==> config.mk <==
export PLATFORM = sky130hd
export DESIGN_NAME = imu_serial_frame_decoder_flat
export DESIGN_NICKNAME = d
export VERILOG_FILES = /design/src/rtl/isfd_pkg.sv /design/src/rtl/isfd_if.sv /design/src/rtl/isfd_ram.sv /design/src/rtl/isfd_ctrl.sv /design/src/rtl/isfd_dp.sv /design/src/rtl/imu_serial_frame_decoder.sv /design/src/flat_wrapper.sv
export SDC_FILE = /design/constraint.sdc
export NUM_CORES = 1
export LEC_CHECK = 0
export ABC_CLOCK_PERIOD_IN_PS = 5900
export BUFFER_PORTS_ARGS = -buffer_cell sky130_fd_sc_hd__buf_2
export CAP_MARGIN = 10
export CORE_MARGIN = 2
export CORE_UTILIZATION = 57
export CTS_CLUSTER_SIZE = 28
export DETAILED_ROUTE_END_ITERATION = 8
export HOLD_SLACK_MARGIN = 0.06
export PLACE_DENSITY_LB_ADDON = 0.08
export SLEW_MARGIN = 30
export SYNTH_ARGS = -nofsm -noshare
export SYNTH_HDL_FRONTEND = slang
export SYNTH_SLANG_ARGS = --single-unit
==> constraint.sdc <==
create_clock -name clk -period 5.9 [get_ports clk]
set_input_delay 1.18 -clock clk [delete_from_list [all_inputs] [get_ports clk]]
set_output_delay 1.18 -clock clk [all_outputs]
set_load 0.005 [all_outputs]
==> src/rtl/isfd_pkg.sv <==
// shared constants, types and helpers of the imu serial frame decoder
package isfd_pkg;

	localparam int BUF_DEPTH  = 32;
	localparam int ADDR_W     = $clog2(BUF_DEPTH);
	// byte offsets during decode run up to 24, beyond the buffer when it is small
	localparam int OFF_W      = (ADDR_W + 1 > 5) ? ADDR_W + 1 : 5;
	// length byte plus overhead fits in nine bits
	localparam int TGT_W      = 9;
	localparam int QTY_W      = 4;
	localparam int N_QTY      = 10;
	localparam int VAL_W      = 16;

	localparam logic [7:0] HDR_BYTE = 8'h5a;
	localparam logic [7:0] MASK_ACC = 8'h01;
	localparam logic [7:0] MASK_GYR = 8'h02;
	localparam logic [7:0] MASK_ANG = 8'h10;
	localparam logic [7:0] MASK_TMP = 8'h40;

	localparam logic [TGT_W-1:0] LEN_EXTRA = 9'd5;
	localparam logic [OFF_W-1:0] FIRST_OFF = OFF_W'(4);
	localparam logic [QTY_W-1:0] QTY_TEMP  = 4'd9;

	// floor(x / 100) for 16-bit x as (x * 83887) >> 23
	localparam logic [16:0] TEMP_RECIP = 17'd83887;
	localparam int          TEMP_SHIFT = 23;
	localparam int          PROD_W     = 33;

	typedef enum logic [5:0] {
		ST_IDLE = 6'b000001,
		ST_SCAN = 6'b000010,
		ST_RDLO = 6'b000100,
		ST_WORD = 6'b001000,
		ST_MUL  = 6'b010000,
		ST_EMIT = 6'b100000
	} state_t;

	typedef struct packed {
		logic wr;
		logic start;
		logic skip;
		logic rd_hi;
		logic rd_lo;
		logic cap_word;
		logic mul;
		logic emit;
	} cmd_t;

	typedef struct packed {
		logic frame_done;
		logic cur_present;
		logic scan_end;
		logic out_free;
	} sts_t;

	// one bit per quantity, set where the content mask selects its group
	function automatic logic [N_QTY-1:0] present_vec(input logic [7:0] mask);
		logic [N_QTY-1:0] p;
		p[2:0] = {3{|(mask & MASK_ACC)}};
		p[5:3] = {3{|(mask & MASK_GYR)}};
		p[8:6] = {3{|(mask & MASK_ANG)}};
		p[9]   = |(mask & MASK_TMP);
		return p;
	endfunction

endpackage

==> src/rtl/isfd_if.sv <==
// valid/ready channel interfaces for received bytes and decoded results
interface isfd_in_if;
	logic       valid;
	logic       ready;
	logic [7:0] rx_byte;

	modport source (output valid, output rx_byte, input ready);
	modport sink (input valid, input rx_byte, output ready);
endinterface

interface isfd_out_if;
	logic                                 valid;
	logic                                 ready;
	logic [isfd_pkg::QTY_W-1:0]           quantity;
	logic signed [isfd_pkg::VAL_W-1:0]    value;
	logic                                 last;

	modport source (output valid, output quantity, output value, output last, input ready);
	modport sink (input valid, input quantity, input value, input last, output ready);
endinterface

==> src/rtl/isfd_ram.sv <==
// generic single-write, single-read ram with registered read data
module isfd_ram #(
	parameter int WIDTH = 8,
	parameter int DEPTH = 32
) (
	input  logic                     clk,
	input  logic                     we,
	input  logic [$clog2(DEPTH)-1:0] waddr,
	input  logic [WIDTH-1:0]         wdata,
	input  logic                     re,
	input  logic [$clog2(DEPTH)-1:0] raddr,
	output logic [WIDTH-1:0]         rdata
);

	logic [WIDTH-1:0] mem_q [DEPTH];

	always_ff @(posedge clk) begin
		if (we) begin
			mem_q[waddr] <= wdata;
		end
		if (re) begin
			rdata <= mem_q[raddr];
		end
	end

endmodule

==> src/rtl/isfd_ctrl.sv <==
// decode sequencer: byte intake, quantity scan, word fetch and result issue
module isfd_ctrl (
	input  logic           clk,
	input  logic           arst_n,
	input  logic           in_valid,
	output logic           in_ready,
	input  isfd_pkg::sts_t sts,
	output isfd_pkg::cmd_t cmd
);

	isfd_pkg::state_t state_q, state_d;

	always_ff @(posedge clk or negedge arst_n) begin
		if (!arst_n) begin
			state_q <= isfd_pkg::ST_IDLE;
		end else begin
			state_q <= state_d;
		end
	end

	always_comb begin
		state_d  = state_q;
		cmd      = '0;
		in_ready = 1'b0;
		case (state_q)
			isfd_pkg::ST_IDLE: begin
				in_ready = 1'b1;
				cmd.wr   = in_valid;
				if (in_valid && sts.frame_done) begin
					cmd.start = 1'b1;
					state_d   = isfd_pkg::ST_SCAN;
				end
			end
			isfd_pkg::ST_SCAN: begin
				if (sts.scan_end) begin
					state_d = isfd_pkg::ST_IDLE;
				end else if (sts.cur_present) begin
					cmd.rd_hi = 1'b1;
					state_d   = isfd_pkg::ST_RDLO;
				end else begin
					cmd.skip = 1'b1;
				end
			end
			isfd_pkg::ST_RDLO: begin
				cmd.rd_lo = 1'b1;
				state_d   = isfd_pkg::ST_WORD;
			end
			isfd_pkg::ST_WORD: begin
				cmd.cap_word = 1'b1;
				state_d      = isfd_pkg::ST_MUL;
			end
			isfd_pkg::ST_MUL: begin
				cmd.mul = 1'b1;
				state_d = isfd_pkg::ST_EMIT;
			end
			isfd_pkg::ST_EMIT: begin
				if (sts.out_free) begin
					cmd.emit = 1'b1;
					state_d  = isfd_pkg::ST_SCAN;
				end
			end
			default: begin
				state_d = isfd_pkg::ST_IDLE;
			end
		endcase
	end

endmodule

==> src/rtl/isfd_dp.sv <==
// frame buffer, position tracking, word assembly, temperature scaling, result register
module isfd_dp (
	input  logic                                clk,
	input  logic                                arst_n,
	input  logic [7:0]                          rx_byte,
	input  isfd_pkg::cmd_t                      cmd,
	output isfd_pkg::sts_t                      sts,
	input  logic                                out_ready,
	output logic                                out_valid,
	output logic [isfd_pkg::QTY_W-1:0]          quantity,
	output logic signed [isfd_pkg::VAL_W-1:0]   value,
	output logic                                last
);

	localparam int AW = isfd_pkg::ADDR_W;
	localparam int OW = isfd_pkg::OFF_W;
	localparam int TW = isfd_pkg::TGT_W;

	logic [AW-1:0]                   pos_q;
	logic [7:0]                      mask_q;
	logic [7:0]                      len_q;
	logic [isfd_pkg::BUF_DEPTH-1:0]  vld_q;
	logic [isfd_pkg::QTY_W-1:0]      qidx_q;
	logic [OW-1:0]                   off_q;
	logic [7:0]                      hi_q;
	logic [isfd_pkg::VAL_W-1:0]      word_q;
	logic [isfd_pkg::PROD_W-1:0]     prod_q;
	logic                            rd_ok_s1;
	logic                            out_valid_q;
	logic [isfd_pkg::QTY_W-1:0]      quantity_q;
	logic [isfd_pkg::VAL_W-1:0]      value_q;
	logic                            last_q;

	logic [AW:0]                     count;
	logic [7:0]                      len_sel;
	logic [TW-1:0]                   target;
	logic                            is_hdr;
	logic                            frame_done;
	logic [AW-1:0]                   pos_d;
	logic [isfd_pkg::N_QTY-1:0]      pres;
	logic [isfd_pkg::N_QTY-1:0]      above;
	logic                            rd_en;
	logic [OW-1:0]                   rd_off;
	logic                            rd_in_range;
	logic [7:0]                      rdata;
	logic [7:0]                      rbyte;
	logic [isfd_pkg::VAL_W-1:0]      temp_val;

	// byte intake: header check, length check and frame end
	always_comb begin
		count      = {1'b0, pos_q} + (AW+1)'(1);
		is_hdr     = (rx_byte == isfd_pkg::HDR_BYTE);
		len_sel    = (pos_q == AW'(3)) ? rx_byte : len_q;
		target     = {1'b0, len_sel} + isfd_pkg::LEN_EXTRA;
		frame_done = 1'b0;
		pos_d      = count[AW-1:0];
		if ((pos_q == '0 || pos_q == AW'(1)) && !is_hdr) begin
			pos_d = '0;
		end else if (count >= (AW+1)'(4)) begin
			if (target > TW'(isfd_pkg::BUF_DEPTH)) begin
				pos_d = '0;
			end else if (TW'(count) == target) begin
				pos_d      = '0;
				frame_done = 1'b1;
			end else if (count >= (AW+1)'(isfd_pkg::BUF_DEPTH)) begin
				pos_d = '0;
			end
		end
	end

	always_ff @(posedge clk or negedge arst_n) begin
		if (!arst_n) begin
			pos_q <= '0;
			vld_q <= '0;
		end else if (cmd.wr) begin
			pos_q        <= pos_d;
			vld_q[pos_q] <= 1'b1;
		end
	end

	always_ff @(posedge clk) begin
		if (cmd.wr && pos_q == AW'(2)) begin
			mask_q <= rx_byte;
		end
		if (cmd.wr && pos_q == AW'(3)) begin
			len_q <= rx_byte;
		end
	end

	// buffer reads during decode; never-written or out-of-buffer bytes read as zero
	assign rd_en       = cmd.rd_hi || cmd.rd_lo;
	assign rd_off      = cmd.rd_lo ? off_q + OW'(1) : off_q;
	assign rd_in_range = ({1'b0, rd_off} < (OW+1)'(isfd_pkg::BUF_DEPTH));

	isfd_ram #(
		.WIDTH(8),
		.DEPTH(isfd_pkg::BUF_DEPTH)
	) u_buf (
		.clk  (clk),
		.we   (cmd.wr),
		.waddr(pos_q),
		.wdata(rx_byte),
		.re   (rd_en),
		.raddr(rd_off[AW-1:0]),
		.rdata(rdata)
	);

	always_ff @(posedge clk) begin
		if (rd_en) begin
			rd_ok_s1 <= rd_in_range && vld_q[rd_off[AW-1:0]];
		end
	end

	assign rbyte = rd_ok_s1 ? rdata : 8'h00;

	// quantity scan
	assign pres  = isfd_pkg::present_vec(mask_q);
	assign above = pres >> qidx_q;

	always_ff @(posedge clk) begin
		if (cmd.start) begin
			qidx_q <= '0;
			off_q  <= isfd_pkg::FIRST_OFF;
		end else if (cmd.skip) begin
			qidx_q <= qidx_q + isfd_pkg::QTY_W'(1);
		end else if (cmd.emit) begin
			qidx_q <= qidx_q + isfd_pkg::QTY_W'(1);
			off_q  <= off_q + OW'(2);
		end
		if (cmd.rd_lo) begin
			hi_q <= rbyte;
		end
		if (cmd.cap_word) begin
			word_q <= {hi_q, rbyte};
		end
		if (cmd.mul) begin
			prod_q <= isfd_pkg::PROD_W'(word_q * isfd_pkg::TEMP_RECIP);
		end
	end

	assign temp_val = isfd_pkg::VAL_W'(prod_q[isfd_pkg::PROD_W-1:isfd_pkg::TEMP_SHIFT]);

	// result register
	always_ff @(posedge clk or negedge arst_n) begin
		if (!arst_n) begin
			out_valid_q <= 1'b0;
		end else if (cmd.emit) begin
			out_valid_q <= 1'b1;
		end else if (out_ready) begin
			out_valid_q <= 1'b0;
		end
	end

	always_ff @(posedge clk) begin
		if (cmd.emit) begin
			quantity_q <= qidx_q;
			value_q    <= (qidx_q == isfd_pkg::QTY_TEMP) ? temp_val : word_q;
			last_q     <= (above[isfd_pkg::N_QTY-1:1] == '0);
		end
	end

	assign sts.frame_done  = frame_done;
	assign sts.cur_present = above[0];
	assign sts.scan_end    = (qidx_q == isfd_pkg::QTY_W'(isfd_pkg::N_QTY));
	assign sts.out_free    = !out_valid_q || out_ready;

	assign out_valid = out_valid_q;
	assign quantity  = quantity_q;
	assign value     = value_q;
	assign last      = last_q;

endmodule

==> src/rtl/imu_serial_frame_decoder.sv <==
// top level of the imu serial frame decoder
//
//   channel  dir  payload                      beat
//   rx       in   rx_byte[7:0]                 one received serial byte
//   res      out  quantity[3:0] value[15:0]    one decoded quantity, last on final one
//                 last
//
// a byte that does not end a frame is taken and rx.ready stays high
// a frame end starts a decode pass with rx.ready low: a skip per unselected quantity
// slot, and per selected one two buffer reads, word capture, scaling multiply and
// issue, then a closing step; the single read port needs the two separate reads
// res stalls only hold the issue step; rx is taken again once the pass ends
// arst_n clears the position, the buffer valid bits and the result valid flag
module imu_serial_frame_decoder (
	input  logic       clk,
	input  logic       arst_n,
	isfd_in_if.sink    rx,
	isfd_out_if.source res
);

	isfd_pkg::cmd_t cmd;
	isfd_pkg::sts_t sts;

	isfd_ctrl u_ctrl (
		.clk     (clk),
		.arst_n  (arst_n),
		.in_valid(rx.valid),
		.in_ready(rx.ready),
		.sts     (sts),
		.cmd     (cmd)
	);

	isfd_dp u_dp (
		.clk      (clk),
		.arst_n   (arst_n),
		.rx_byte  (rx.rx_byte),
		.cmd      (cmd),
		.sts      (sts),
		.out_ready(res.ready),
		.out_valid(res.valid),
		.quantity (res.quantity),
		.value    (res.value),
		.last     (res.last)
	);

	// a result is only loaded when the result register is free
	a_emit_free: assert property (@(posedge clk) disable iff (!arst_n)
		cmd.emit |-> sts.out_free)
		else $error("result issued over a pending result");

	// buffer writes and decode reads never share a cycle
	a_no_rw_mix: assert property (@(posedge clk) disable iff (!arst_n)
		cmd.wr |-> !(cmd.rd_hi || cmd.rd_lo))
		else $error("buffer write during decode read");

	// a completed frame stalls intake for its decode pass
	a_stall_after_frame: assert property (@(posedge clk) disable iff (!arst_n)
		cmd.start |=> !rx.ready)
		else $error("intake open right after frame end");

endmodule

==> src/flat_wrapper.sv <==
// flat-port wrapper written by rule: the top's interface ports become plain ports
module imu_serial_frame_decoder_flat 
  (clk, arst_n, rx_valid, rx_rx_byte, rx_ready, res_valid, res_quantity, res_value, res_last, res_ready);
  isfd_in_if rx_i ();
  isfd_out_if res_i ();
  input  logic clk;
  input  logic arst_n;
  input wire logic [$bits(rx_i.valid)-1:0] rx_valid;
  input wire logic [$bits(rx_i.rx_byte)-1:0] rx_rx_byte;
  output wire logic [$bits(rx_i.ready)-1:0] rx_ready;
  output wire logic [$bits(res_i.valid)-1:0] res_valid;
  output wire logic [$bits(res_i.quantity)-1:0] res_quantity;
  output wire logic [$bits(res_i.value)-1:0] res_value;
  output wire logic [$bits(res_i.last)-1:0] res_last;
  input wire logic [$bits(res_i.ready)-1:0] res_ready;
  assign rx_i.valid = rx_valid;
  assign rx_i.rx_byte = rx_rx_byte;
  assign rx_ready = rx_i.ready;
  assign res_valid = res_i.valid;
  assign res_quantity = res_i.quantity;
  assign res_value = res_i.value;
  assign res_last = res_i.last;
  assign res_i.ready = res_ready;
  imu_serial_frame_decoder u_core (.clk(clk), .arst_n(arst_n), .rx(rx_i), .res(res_i));
endmodule
==> flow_metrics.py <==
metrics = {
    "status": {
        "status": "complete, no violations",
    },
    "finish": {
        "n_antenna_cell": 0,
        "layout-drive-gt1-share": 0.239,
        "multi_input_area_um2": 8280,
        "synthToLayoutAreaGrowth_pct": 12.7,
        "final_design_area_no_fill_um2": 22800,
        "seqCellArea_um2": 11300,
        "nFillCells": 2473,
        "layout.nets": 1662,
    },
    "timing": {
        "whs_ns": 0.418,
        "maxSlewHeadroom": 0.383,
        "period_needed_ns": 5.75,
        "setup_viol": 0,
        "grt_setup_unrepaired": "yes",
        "tns_ns": 0,
        "finClkSkew_ns": 0.0183,
        "hold_viol_final": 0,
        "worst_slew_pin_slew_ns": 0.922,
        "min_period_over_period": 0.975,
        "drv_slew": 0,
        "fmax_mhz": 174,
    },
    "clock_tree": {
        "cts_htree_levels": 2,
        "clk_pin_slew_worst_paths_ns": 0.06,
        "hold_buffers": 0,
        "cts.sinks": 385,
        "clkLatencyLatePin_ns": 0.55,
        "numCtsBuffers": 40,
        "clock_path_buffers": 3,
        "clockRootBuffer": "clkbuf_16",
        "cts_tree": "built",
    },
    "routing": {
        "drtIter0Drc": 845,
        "drtPass1Iterations": 5,
        "top_layer": "met4",
        "wl_met2_um": 21600,
        "drc": 0,
        "wl_met3_um": 2180,
        "vias": 10700,
        "wl_per_cell_um": 22.5,
        "post_drt_via_cell_ratio": 5.64,
        "drt_wl_total_um": 42600,
        "ant_nets": 0,
        "wl_met1_um": 17800,
    },
    "placement": {
        "hpwl_um": 30200,
        "placed_cell_area_um2": 21300,
        "routabilityCongestion": 0.874,
        "portBuffers": 34,
    },
    "floorplan": {
        "io-pin-count": 35,
        "die-area_um2": 37000,
        "die_w_um": 192,
        "dieHeight_um": 192,
        "core_um2": 34700,
        "row_count": 68,
        "start_util": 0.582,
    },
    "global_route": {
        "grt_max_degree": 57,
        "antenna_found_initial": 0,
        "grt_first_pass_wirelength_um": 65500,
        "grt_pass1_vias": 11100,
        "grt_usage": 0.244,
        "grt_remaining_overflow": 0,
    },
    "critical_path": {
        "required_ns": 6.19,
        "worst_path_largest_cell_delay_ns": 0.63,
        "cp_slowest_cell": "fa_1",
        "critPathCaptureType": "flop",
        "path_cells": "fa_1, inv_2, fa_2, inv_1, fa_2, fa_1, fa_1, fa_1, ha_4, a21oi_2, o221ai_2, a31oi_2, a21boi_2, o31ai_2, buf_4, a211oi_4, or3_4, a21oi_2, xnor2_1",
        "crit_buf_inv": 3,
        "path_common_cell": "fa_1",
        "cp-start-kind": "flop",
        "critical-path-top-delay-family": "adder cells",
        "critPathKind": "flop to flop",
        "cp_max_fo": 3,
        "arrival_ns": 6.04,
    },
    "yosys": {
        "ys_warn_count": 0,
        "synthCells": 1305,
        "syn-cell-area_um2": 20200,
        "synth_seq_cells": 385,
        "ys_types": 59,
        "seq_area_frac_synth": 0.557,
        "synth-main-ff-cell": "edfxtp_1",
        "async_flop_share": 0.114,
        "synth-edff-count": 332,
        "avgSynthCellArea_um2": 15.5,
        "syn_nets": 1557,
    },
    "power_and_ir_drop": {
        "p_leak_nw": 8.98,
        "p_total_mw": 5.81,
        "power_density_nw_per_um2": 255,
        "ir_worst_vdd_v": 0.000278,
    },
    "hold_path": {
        "hold_path.class": "flop to flop",
    },
    "job": {
        "drv_cap": 0,
    },
}
-- final cells by class --
| class | count | area share |
|---|---|---|
| clock buffer | 58 | 0.0505 |
| multi-input combinational | 699 | 0.364 |
| sequential | 385 | 0.494 |
| tap | 455 | 0.0250 |
| inverter | 188 | 0.0311 |
| timing repair buffer | 96 | 0.0287 |
| clock inverter | 14 | 0.00681 |
-- cell usage in the layout (no fill, tap or decap), drive strengths merged, types with 9 or more instances in the layout --
master	Yosys	final
and2	14	14
inv	188	191
ha	143	143
a21oi	26	26
dfrtp	43	43
mux2i	12	12
fa	97	97
nor3	12	12
buf	13	96
mux4	90	90
xnor2	19	19
dfxtp	9	9
edfxtp	332	332
o21ai	17	17
or2	35	35
nor2	68	68
nand3	15	15
mux2	23	23
nand2	33	33
nor2b	9	9
clkbuf	20	58
-- report_power, final --
| part | leakage [nW] | internal (mW) | switching (mW) | total (mW) |
|---|---|---|---|---|
| clock | 0.639 | 1.49 | 1.00 | 2.49 |
| sequential | 3.66 | 3.01 | 0.0335 | 3.04 |
| combinational | 4.68 | 0.0960 | 0.181 | 0.277 |
| total | 8.98 | 4.59 | 1.22 | 5.81 |
-- metal layers --
layer / up-vias / global-route usage
met5: - / 0
met4: 0 / 0.0684
met3: 57 / 0.0449
met2: 249 / 0.412
met1: 5440 / 0.328
li1: 4947 / -
-- final timing paths --
path                                   startpoint                endpoint  slack, ns  cells past startpoint
setup / recovery           u_core.u_dp.word_q[13]  u_core.u_dp.prod_q[31]       0.15                     19
max in group asynchronous                  arst_n   u_core.u_dp.vld_q[11]       4.80                      1
setup reg to reg           u_core.u_dp.word_q[13]  u_core.u_dp.prod_q[31]       0.15                     19
hold reg to reg               u_core.u_dp.hi_q[5]  u_core.u_dp.word_q[13]       0.42                      0
hold / removal                u_core.u_dp.hi_q[5]  u_core.u_dp.word_q[13]       0.42                      0
min in group asynchronous                  arst_n   u_core.u_dp.vld_q[31]       0.63                      1
-- registers in the layout (all words and copies together) (netlist names), 4 cells and up --
signal / cells
u_core.u_dp.hi_q: 8
u_core.u_dp.prod_q: 10
u_core.u_dp.off_q: 5
u_core.u_dp.value: 16
u_core.u_dp.vld_q: 32
u_core.u_dp.quantity: 4
u_core.u_dp.word_q: 16
u_core.u_dp.u_buf.mem_q: 256
u_core.u_dp.qidx_q: 4
u_core.u_dp.mask_q: 4
u_core.u_ctrl.state_q: 6
u_core.u_dp.u_buf.rdata: 8
u_core.u_dp.pos_q: 5
u_core.u_dp.len_q: 8
-- cell usage after synthesis (4+ instances only) --
| master | count | area share |
|---|---|---|
| mux4_2 | 90 | 0.10 |
| mux2_2 | 23 | 0.013 |
| nand4_1 | 7 | 0.0022 |
| a21o_1 | 5 | 0.0019 |
| a21oi_1 | 26 | 0.0064 |
| and2_1 | 14 | 0.0043 |
| buf_1 | 8 | 0.0015 |
| ha_1 | 143 | 0.089 |
| or2_2 | 35 | 0.011 |
| nand2b_1 | 6 | 0.0019 |
| clkbuf_1 | 20 | 0.0037 |
| nand3_1 | 15 | 0.0037 |
| nor4_1 | 5 | 0.0015 |
| nor3_1 | 11 | 0.0027 |
| xnor2_1 | 19 | 0.0082 |
| mux2i_1 | 12 | 0.0059 |
| edfxtp_1 | 332 | 0.49 |
| dfxtp_1 | 9 | 0.0089 |
| dfrtp_1 | 43 | 0.053 |
| nor2b_1 | 9 | 0.0028 |
| a31oi_1 | 4 | 0.0012 |
| fa_1 | 97 | 0.096 |
| o21ai_0 | 14 | 0.0035 |
| inv_1 | 187 | 0.035 |
| nand2_1 | 33 | 0.0061 |
| nor2_1 | 66 | 0.012 |
| o21a_1 | 4 | 0.0015 |
| xor2_1 | 8 | 0.0035 |
| or3_1 | 8 | 0.0025 |
-- logic make-up (layout without fill, tap and decap cells) --
| kind of cell | count (synthesis) | count (layout) | share of synthesized area |
|---|---|---|---|
| XOR/XNOR | 27 | 27 | 0.0117 |
| AO/OA/AOI/OAI | 81 | 81 | 0.0262 |
| AND/OR/NAND/NOR | 226 | 226 | 0.0595 |
| flip-flops | 385 | 385 | 0.557 |
| multiplexers | 125 | 125 | 0.119 |
| adder cells (fa/ha/maj) | 240 | 240 | 0.185 |
| buffers and inverters | 221 | 356 | 0.0420 |
-- metrics by stage --
stage	util	std cells	worst slack, ns
3_3_place_gp	0.612	1819	-0.0483
2_1_floorplan	-	1305	0.0394
5_1_grt	0.656	1895	-0.0216
6_report	0.656	1895	0.149
3_5_place_dp	0.612	1819	-0.182
4_1_cts	0.652	1891	0.00885
-- what timing repair did --
action	CTS	global route
pin swaps	16	33
resized for setup	11	25
setup buffers	0	4
endpoints found under the setup margin	3	7
(Power assumes the default switching activity.)
